### src/sv/slpe_pkg.sv
// Package for the SPFA longest-path engine: sizes, payload structs, queue entry.
// No dependencies.
`timescale 1ns / 1ps
`default_nettype none
package slpe_pkg;
   localparam int MAX_NODES = 1024;
   localparam int MAX_EDGES = 4096;
   localparam int WEIGHT_BITS = 8;
   localparam int NODE_BITS = $clog2(MAX_NODES);
   localparam int EDGE_BITS = $clog2(MAX_EDGES);
   localparam int LINK_BITS = EDGE_BITS + 1;
   localparam int SUM_BITS = 48;
   localparam int CMD_ADD = 0;
   localparam int CMD_SOLVE = 1;

   typedef struct packed {
      logic       cmd;
      logic [9:0] src_node;
      logic [9:0] dst_node;
      logic [7:0] weight;
   } req_type;

   typedef struct packed {
      logic        positive_cycle;
      logic [47:0] distance_sum;
      logic        edge_overflow;
   } rsp_type;

   typedef struct packed {
      logic                   is_solve;
      logic [NODE_BITS-1:0]   src;
      logic [NODE_BITS-1:0]   dst;
      logic [WEIGHT_BITS-1:0] wt;
   } cmd_type;
endpackage
`default_nettype wire

### src/sv/slpe_front.sv
// Front end: accepts request beats, filters out-of-range edges, feeds a two-entry queue.
// Depends on slpe_pkg.
`timescale 1ns / 1ps
`default_nettype none
module slpe_front import slpe_pkg::*; (
   input  wire logic    clock,
   input  wire logic    reset,
   input  wire logic    req_valid,
   output logic         req_ready,
   input  wire req_type req_data,
   output logic         q_valid,
   input  wire logic    q_ready,
   output cmd_type      q_data
);
   cmd_type    mem_ff [2];
   logic [1:0] cnt_ff, cnt_in;
   logic       wp_ff, rp_ff;
   logic       push, pop, keep;
   cmd_type    ent;

   assign req_ready = (cnt_ff != 2'd2);
   // drop edges that name nodes beyond the store
   assign keep = (req_data.cmd == 1'(CMD_SOLVE)) ||
                 ((32'(req_data.src_node) < MAX_NODES) && (32'(req_data.dst_node) < MAX_NODES));
   assign push = req_valid && req_ready && keep;
   assign q_valid = (cnt_ff != 2'd0);
   assign pop = q_valid && q_ready;
   assign q_data = mem_ff[rp_ff];
   assign cnt_in = cnt_ff + {1'b0, push} - {1'b0, pop};

   always_comb begin
      ent.is_solve = (req_data.cmd == 1'(CMD_SOLVE));
      ent.src = NODE_BITS'(req_data.src_node);
      ent.dst = NODE_BITS'(req_data.dst_node);
      ent.wt = WEIGHT_BITS'(req_data.weight);
   end

   always_ff @(posedge clock) begin
      if (push) mem_ff[wp_ff] <= ent;
      if (reset) begin
         cnt_ff <= '0;
         wp_ff <= 1'b0;
         rp_ff <= 1'b0;
      end else begin
         cnt_ff <= cnt_in;
         if (push) wp_ff <= ~wp_ff;
         if (pop) rp_ff <= ~rp_ff;
      end
   end
endmodule
`default_nettype wire

### config.mk
export PLATFORM = sky130hd
export DESIGN_NAME = slpe_front
export DESIGN_NICKNAME = d
export VERILOG_FILES = /design/src/sv/slpe_pkg.sv /design/src/sv/slpe_front.sv
export SDC_FILE = /design/constraint.sdc
export NUM_CORES = 1
export LEC_CHECK = 0
export BUFFER_PORTS_ARGS = -buffer_cell sky130_fd_sc_hd__buf_2
export CORE_ASPECT_RATIO = 1.2
export CORE_MARGIN = 10
export CORE_UTILIZATION = 53
export DETAILED_ROUTE_END_ITERATION = 8
export PLACE_DENSITY_LB_ADDON = 0.05
export SYNTH_ARGS = -nofsm -noshare
export SYNTH_HDL_FRONTEND = slang
export SYNTH_SLANG_ARGS = --single-unit
### constraint.sdc
create_clock -name clock -period 5.74 [get_ports clock]
set_clock_uncertainty 0.2 [all_clocks]
set_input_delay 0.287 -clock clock [delete_from_list [all_inputs] [get_ports clock]]
set_output_delay 0.287 -clock clock [all_outputs]
set_load 0.01 [all_outputs]
# [Word-level counts from Yosys, hierarchy flattened]
# Memories as Yosys holds them, arrays and structs flattened. A register that Yosys moved wholly into a read port is not among the register bits.
# Cells that the tools add are included.
[word_totals] ram_bits=58 memories=1 word_cells=16 ff_bits=4 output_inout_bits=31 inputBits=33
[mem_list] name="mem_ff" depth=2 word_bits=29 rd=1 rd_ports_with_merged_regs=1 write_ports=1 line_no="slpe_front.sv:15" text="cmd_type mem_ff [2];"
[classes] n_eq_ne=1 add_sub_neg=2 mux=4 n_reduce_logical=3 n_bitwise=2
[ops] operator="1-bit 2-to-1 mux" n=4
[ops] operator="2-bit by 1-bit adder with 2-bit output" n=1
[ops] operator="1-bit logical AND" n=2
[ops] operator="2-bit != test, second input constant" n=1
[ops] operator="1-bit NOT" n=2
[ops] operator="2-bit nonzero test" n=1
[ops] operator="2-bit by 1-bit subtractor with 2-bit output" n=1

# [Depth between registers and ports, before layout]
# Gate-level depths: netlist of run 1.
[depth] word_depth=4 ltp_mapped=8 ltp_nobuf=8

# [Least setup slack after synthesis of run 1]
# OpenSTA, ideal clock, no wires.
[synth_path] path_type="reg2reg" from="register cnt_ff[0]" to="memory mem_ff[0][0] in the netlist's numbering, enable pin" path_buffers=0 path_slack_ps=3308 synth_period_minus_slack_ps=2432 arrival_ps=1817 required_ps=5125 path_stages_with_launch=4 setup_time_ps=415 path_cell_list="dfxtp_1 > nand2b_2 > nand2_2 > nor2_1"
[synth_via] elab_chain_cells=4
[synth_rtl] element="from (decl)" line_no="slpe_front.sv:16" text="logic [1:0] cnt_ff, cnt_in;"
[synth_rtl] element="from (signal assigned)" line_no="slpe_front.sv:45" text="cnt_ff <= cnt_in;"
[synth_rtl] element="2-bit != test" line_no="slpe_front.sv:21" text="assign req_ready = (cnt_ff != 2'd2);"
[synth_rtl] element="named net req_ready" line_no="slpe_front.sv:9" text="output logic req_ready,"
[synth_rtl] element="1-bit logical AND" line_no="slpe_front.sv:25" text="assign push = req_valid && req_ready && keep;"
[synth_rtl] element="1-bit 2-to-1 mux" line_no="slpe_front.sv:39" text="if (push) mem_ff[wp_ff] <= ent;"
[synth_rtl] element="1-bit 2-to-1 mux (implied by the code)" line_no="slpe_front.sv:39"
[synth_rtl] element="to (decl)" line_no="slpe_front.sv:15"
# The timed path passes the listed nets, and every way through them passes these cells.

==> results.sh, run 1 <==
export IMPL_yosysSeqAreaShare=0.778
export IMPL_period_minus_slack_ns=2.26
export IMPL_fin_util=0.744
export IMPL_yosys_area_top_type="edfxtp_1"
export IMPL_p_leak_nw=1.26
export IMPL_hp_class="input port to flip-flop"
export IMPL_routed_wl_um=4340
export IMPL_cp_max_fo=21
export IMPL_die_y_um=93.2
export IMPL_drv_slew=0
export IMPL_clk_insertion_delay_late_ns=0.33
export IMPL_rsz0062_at_grt="false"
export IMPL_power_density_nw_per_um2=387
export IMPL_slew_headroom=0.733
export IMPL_nets=253
export IMPL_post_cts_setup_buffers=0
export IMPL_fillers=274
export IMPL_grt_pass1_vias=1518
export IMPL_cp_arrival_ns=1.77
export IMPL_cts_made_buffers=9
export IMPL_cts_buffer_depth=2
export IMPL_grt_total_usage=0.123
export IMPL_ys_ff_latch=63
export IMPL_tritoncts="done"
export IMPL_yosys_top_cells_area="edfxtp_1, mux2_2, mux2_4, dfxtp_1, ha_1"
export IMPL_finalHoldViolCount=0
export IMPL_fin_crit_sh=0.394
export IMPL_grt_overflow_total=0
export IMPL_clockRootBuffer="clkbuf_8"
export IMPL_clock_fmax_mhz=442
export IMPL_ctsHtreeMaxLevel=3
export IMPL_drc_errors=0
export IMPL_antenna_found_initial=0
export IMPL_startpoint_type="flip-flop"
export IMPL_diodes=0
export IMPL_drtAntennaViolNets=0
export IMPL_coreArea_um2=4290
export IMPL_cap_viol_max_count=0
export IMPL_drtIter0Drc=52
export IMPL_drive_gt1_frac=0.498
export IMPL_firstDrtPassIters=4
export IMPL_crit_type="flip-flop to primary output"
export IMPL_cp_required_ns=5.25
export IMPL_peakVddDrop_mv=0.309
export IMPL_cp_end_kind="primary output"
export IMPL_cts_sinks=63
export IMPL_place_hpwl_um=2990
export IMPL_wl_per_cell_um=15.7
export IMPL_synthesis_nets=149
export IMPL_status="finished, final reports clean"
export IMPL_finalSetupViolCount=0
export IMPL_start_util=0.551
export IMPL_gp_congestion=0.698
export IMPL_grt_max_degree=30
export IMPL_netlist_area_um2=2370
export IMPL_fp_dieArea_um2=7550
export IMPL_ctsResizeCount=0
export IMPL_routed_via_density=4.73
export IMPL_fp_dieW_um=81.0
export IMPL_core_rowCount=26
export IMPL_setup_tns_ns=0
export IMPL_rrSetupSlack_ns=3.99
export IMPL_syn_inst=114
export IMPL_synth_top_area_share=0.736
export IMPL_io_pins=64
export IMPL_grt_pass1_wl_um=7000
export IMPL_port_buffer_count=63
export IMPL_syn_to_final_growth_pct=35.0
export IMPL_clkTransAtPathRegs_ns=0.06
export IMPL_ys_types=17
export IMPL_synth_warnings=0
export IMPL_num_vias=1309
export IMPL_synth_avg_cell_area_um2=20.8
export IMPL_worst_pin_slew_ns=0.401
cells by family (layout without fill, tap and decap cells):
family	count (synthesis)	in the layout	share of synthesized area
XOR/XNOR	3	3	0.0111
adder cells (fa/ha/maj)	2	2	0.0106
AO/OA/AOI/OAI	1	1	0.00317
AND/OR/NAND/NOR	11	11	0.0249
flip-flops	63	63	0.778
buffers and inverters	4	111	0.0132
multiplexers	30	30	0.159
worst max-delay path, cell delays in order (launching register included):
cell and delay, ns:
dfxtp_1 0.53, buf_4 0.39, mux2_2 0.38, buf_2 0.14
cell type report:
cell class                 instances  area, µm²  area share
multi-input combinational         47        495       0.155
clock buffer                      11        131      0.0411
tap                               56       70.1      0.0219
sequential                        63       1840       0.577
timing repair buffer              96        638       0.200
clock inverter                     3       12.5     0.00392
inverter                           1       3.75     0.00118
state kept, by name, summed over array words and instances (netlist names), named ones only:
signal	cells
rp_ff	1
mem_ff	58
wp_ff	1
cnt_ff	2
cells in the mapped netlist:
library cell  count
buf_2             1
o21a_1            1
nand2b_2          1
nor2b_1           2
dfxtp_1           5
xor2_1            1
nor2_1            5
nand2_2           1
ha_1              2
and3_1            1
or2_2             1
buf_6             2
mux2_4           10
edfxtp_1         58
xnor2_1           2
inv_1             1
mux2_2           20
layout by cell type (no fill, tap or decap):
| master | synthesis | layout |
|---|---|---|
| clkinv_2 | 0 | 1 |
| or2_2 | 1 | 1 |
| nor2b_1 | 2 | 2 |
| inv_1 | 1 | 1 |
| ha_1 | 2 | 2 |
| nor2_1 | 5 | 4 |
| clkbuf_1 | 0 | 2 |
| o21a_1 | 1 | 1 |
| dfxtp_1 | 5 | 5 |
| xnor2_1 | 2 | 2 |
| nor2_2 | 0 | 1 |
| clkbuf_8 | 0 | 9 |
| edfxtp_1 | 58 | 58 |
| dlygate4sd3_1 | 0 | 30 |
| xor2_1 | 1 | 1 |
| mux2_4 | 10 | 10 |
| nand2_2 | 1 | 1 |
| buf_2 | 1 | 63 |
| mux2_2 | 20 | 20 |
| nand2b_2 | 1 | 1 |
| and3_1 | 1 | 1 |
| buf_4 | 0 | 3 |
| clkinv_1 | 0 | 2 |
where the power goes:
group	leakage, nW	switching (mW)	internal, mW	total (mW)
sequential	0.583	0.0265	0.579	0.605
combinational	0.599	0.163	0.175	0.338
clock	0.0741	0.143	0.148	0.291
total	1.26	0.333	0.902	1.23
per-layer routing:
| layer | global-route usage | part of all wire | vias up |
|---|---|---|---|
| met5 | 0 | 0 | - |
| met4 | 0.0737 | 0.021 | 0 |
| met3 | 0.0383 | 0.062 | 8 |
| met1 | 0.130 | 0.37 | 620 |
| met2 | 0.208 | 0.54 | 41 |
| li1 | - | - | 640 |
per-stage QoR:
| stage | setup slack (ns) | power, mW | hold WS (ns) | cells | cell area (µm²) |
|---|---|---|---|---|---|
| after floorplan | 3.31 | 0.830 | 0.159 | 114 | 2370 |
| after global placement | 3.82 | 0.932 | 0.274 | 233 | 2750 |
| final | 3.48 | 1.23 | 0.125 | 277 | 3190 |
| after detailed placement | 3.79 | 0.946 | 0.278 | 233 | 2750 |
| after CTS | 3.44 | 1.25 | 0.113 | 277 | 3190 |
| after global routing | 3.36 | 1.31 | 0.141 | 277 | 3190 |
worst paths after layout:
kind                                start   endpoint  cells past startpoint
worst max register to register  cnt_ff[0]  cnt_ff[1]                      8
worst max-delay path            flip-flop  q_data[1]                      3
worst min register to register      rp_ff  flip-flop                      2
worst min-delay path            req_valid      wp_ff                      3
what timing repair did:
| action | CTS | global route |
|---|---|---|
| endpoints found under the setup margin | 0 | 0 |
| hold buffers | 30 | 0 |
| endpoints found under the hold margin | 62 | 0 |
(Power assumes the default switching activity.)
==> run 2, diff against run 1 <==
--- a/config.mk
+++ b/config.mk
@@ -8,7 +8,7 @@
 export BUFFER_PORTS_ARGS = -buffer_cell sky130_fd_sc_hd__buf_2
 export CORE_ASPECT_RATIO = 1.2
 export CORE_MARGIN = 10
-export CORE_UTILIZATION = 53
+export CORE_UTILIZATION = 51
 export DETAILED_ROUTE_END_ITERATION = 8
 export PLACE_DENSITY_LB_ADDON = 0.05
 export SYNTH_ARGS = -nofsm -noshare
==> constraint.sdc (replaced) <==
create_clock -name clock -period 2.25 [get_ports clock]
set_clock_uncertainty 0.2 [all_clocks]
set_input_delay 0.1125 -clock clock [delete_from_list [all_inputs] [get_ports clock]]
set_output_delay 0.1125 -clock clock [all_outputs]
set_load 0.01 [all_outputs]
==> results.sh, run 2 (same netlist as run 1, synthesis figures left out) <==
export IMPL_status="finished, final reports clean"
export IMPL_start_util=0.523
export IMPL_startpoint_type="flip-flop"
export IMPL_wl_met1_um=1610
export IMPL_drv_slew=0
export IMPL_antenna_found_initial=0
export IMPL_nets=255
export IMPL_clk_insertion_delay_late_ns=0.33
export IMPL_grt_max_degree=23
export IMPL_die_y_um=94.6
export IMPL_clkTransAtPathRegs_ns=0.06
export IMPL_worstHoldStart="q_ready"
export IMPL_drc_errors=0
export IMPL_diodes=0
export IMPL_rsz0062_at_grt="false"
export IMPL_layout_common_cells="buf_2, edfxtp_1, dlygate4sd3_1"
export IMPL_fp_dieArea_um2=7770
export IMPL_r2r_start="cnt_ff[0]"
export IMPL_ctsHtreeMaxLevel=3
export IMPL_post_cts_setup_buffers=0
export IMPL_finalHoldViolCount=0
export IMPL_cts_made_buffers=9
export IMPL_setup_tns_ns=0
export IMPL_fillers=302
export IMPL_place_hpwl_um=3110
export IMPL_slowest_delay_ns=0.53
export IMPL_port_buffer_count=63
export IMPL_p_leak_nw=1.30
export IMPL_crit_type="flip-flop to primary output"
export IMPL_reg_largest_list="mem_ff: 58 flops, cnt_ff: 2 flops"
export IMPL_cp_max_fo=12
export IMPL_dp_cells=236
export IMPL_grt_pass1_vias=1504
export IMPL_gp_congestion=0.712
export IMPL_largest_reg_flops=58
export IMPL_io_pins=64
export IMPL_finalSetupViolCount=0
export IMPL_worst_pin_slew_ns=0.447
export IMPL_grt_total_usage=0.126
export IMPL_drtAntennaViolNets=0
export IMPL_ctsResizeCount=0
export IMPL_clock_fmax_mhz=506
export IMPL_wl_met2_um=2510
export IMPL_syn_to_final_growth_pct=39.4
export IMPL_cp_required_ns=1.94
export IMPL_grt_pass1_wl_um=7100
export IMPL_fin_crit_sh=0.879
export IMPL_cts_sinks=63
export IMPL_drive_gt1_frac=0.504
export IMPL_core_rowCount=27
export IMPL_wl_per_cell_um=16.1
export IMPL_cp_end_kind="primary output"
export IMPL_layout_cells_non_filler=282
export IMPL_period_minus_slack_ns=1.98
export IMPL_slew_headroom=0.701
export IMPL_power_density_nw_per_um2=1040
export IMPL_cp_arrival_ns=1.67
export IMPL_fp_dieW_um=82.2
export IMPL_final_common_cell="buf_2"
export IMPL_peakVddDrop_mv=0.610
export IMPL_firstDrtPassIters=4
export IMPL_cap_viol_max_count=0
export IMPL_grt_overflow_total=0
export IMPL_regMostFlops="mem_ff"
export IMPL_crit_slowest_cell="dfxtp_1"
export IMPL_hp_class="input port to flip-flop"
export IMPL_routed_wl_um=4550
export IMPL_p_total_mw=3.43
export IMPL_post_route_worst_setup_slack_ns=0.272
export IMPL_routed_via_density=4.75
export IMPL_cts_buffer_depth=2
export IMPL_path_cells="buf_4 -> mux2_2 -> buf_2"
export IMPL_tritoncts="done"
export IMPL_highest_layer="met4"
export IMPL_place_ws_ns=0.451
export IMPL_dr_wl_met3_um=343
export IMPL_coreArea_um2=4530
export IMPL_clockRootBuffer="clkbuf_8"
export IMPL_drtIter0Drc=107
export IMPL_num_vias=1339
run 2: layout make-up:
type	count	area [µm²]	area share
Clock inverter	6	76.3	0.0231
Multi-Input combinational cell	47	500	0.152
Sequential cell	63	1840	0.558
Timing Repair Buffer	98	681	0.206
Clock buffer	9	124	0.0375
Tap cell	58	72.6	0.0220
Inverter	1	3.75	0.00114
run 2: routing by layer:
layer,global-route usage,vias to the layer above
met5,0,-
met4,0.0724,0
met3,0.0532,9
met2,0.215,39
met1,0.124,641
li1,-,650
run 2: timing repair:
item,in CTS,in global routing
endpoints found under the hold margin,63,0
setup endpoints to repair,0,0
hold buffers,31,0
run 2: final timing paths:
| path | to | slack [ns] | depth (start not counted) |
|---|---|---|---|
| worst min register to register | rp_ff | 0.36 | 2 |
| worst min-delay path | rp_ff | 0.03 | 4 |
| worst max-delay path | q_data[9] | 0.27 | 3 |
| worst max register to register | cnt_ff[1] | 0.45 | 8 |
run 2: stage by stage:
step	util	hold WS, ns	cell area [µm²]
finish	0.729	0.0343	3300
global route	0.729	0.0930	3300
CTS	0.729	0.0293	3300
detailed placement	0.616	0.104	2790
global placement	0.616	0.101	2790
floorplan	-	-0.0159	2370
run 2: worst max-delay path: cells and delay by family, from the launching register on:
kind                   cells  cell delay (ns)
buffers and inverters      2             0.45
flip-flops                 1             0.53
multiplexers               1             0.37
run 2: where the power goes:
group / internal [mW] / switching [mW] / total [mW] / leakage [nW]
Combinational: 0.476 / 0.427 / 0.903 / 0.617
Sequential: 1.47 / 0.0698 / 1.54 / 0.583
Clock: 0.604 / 0.382 / 0.986 / 0.102
Total: 2.55 / 0.879 / 3.43 / 1.30
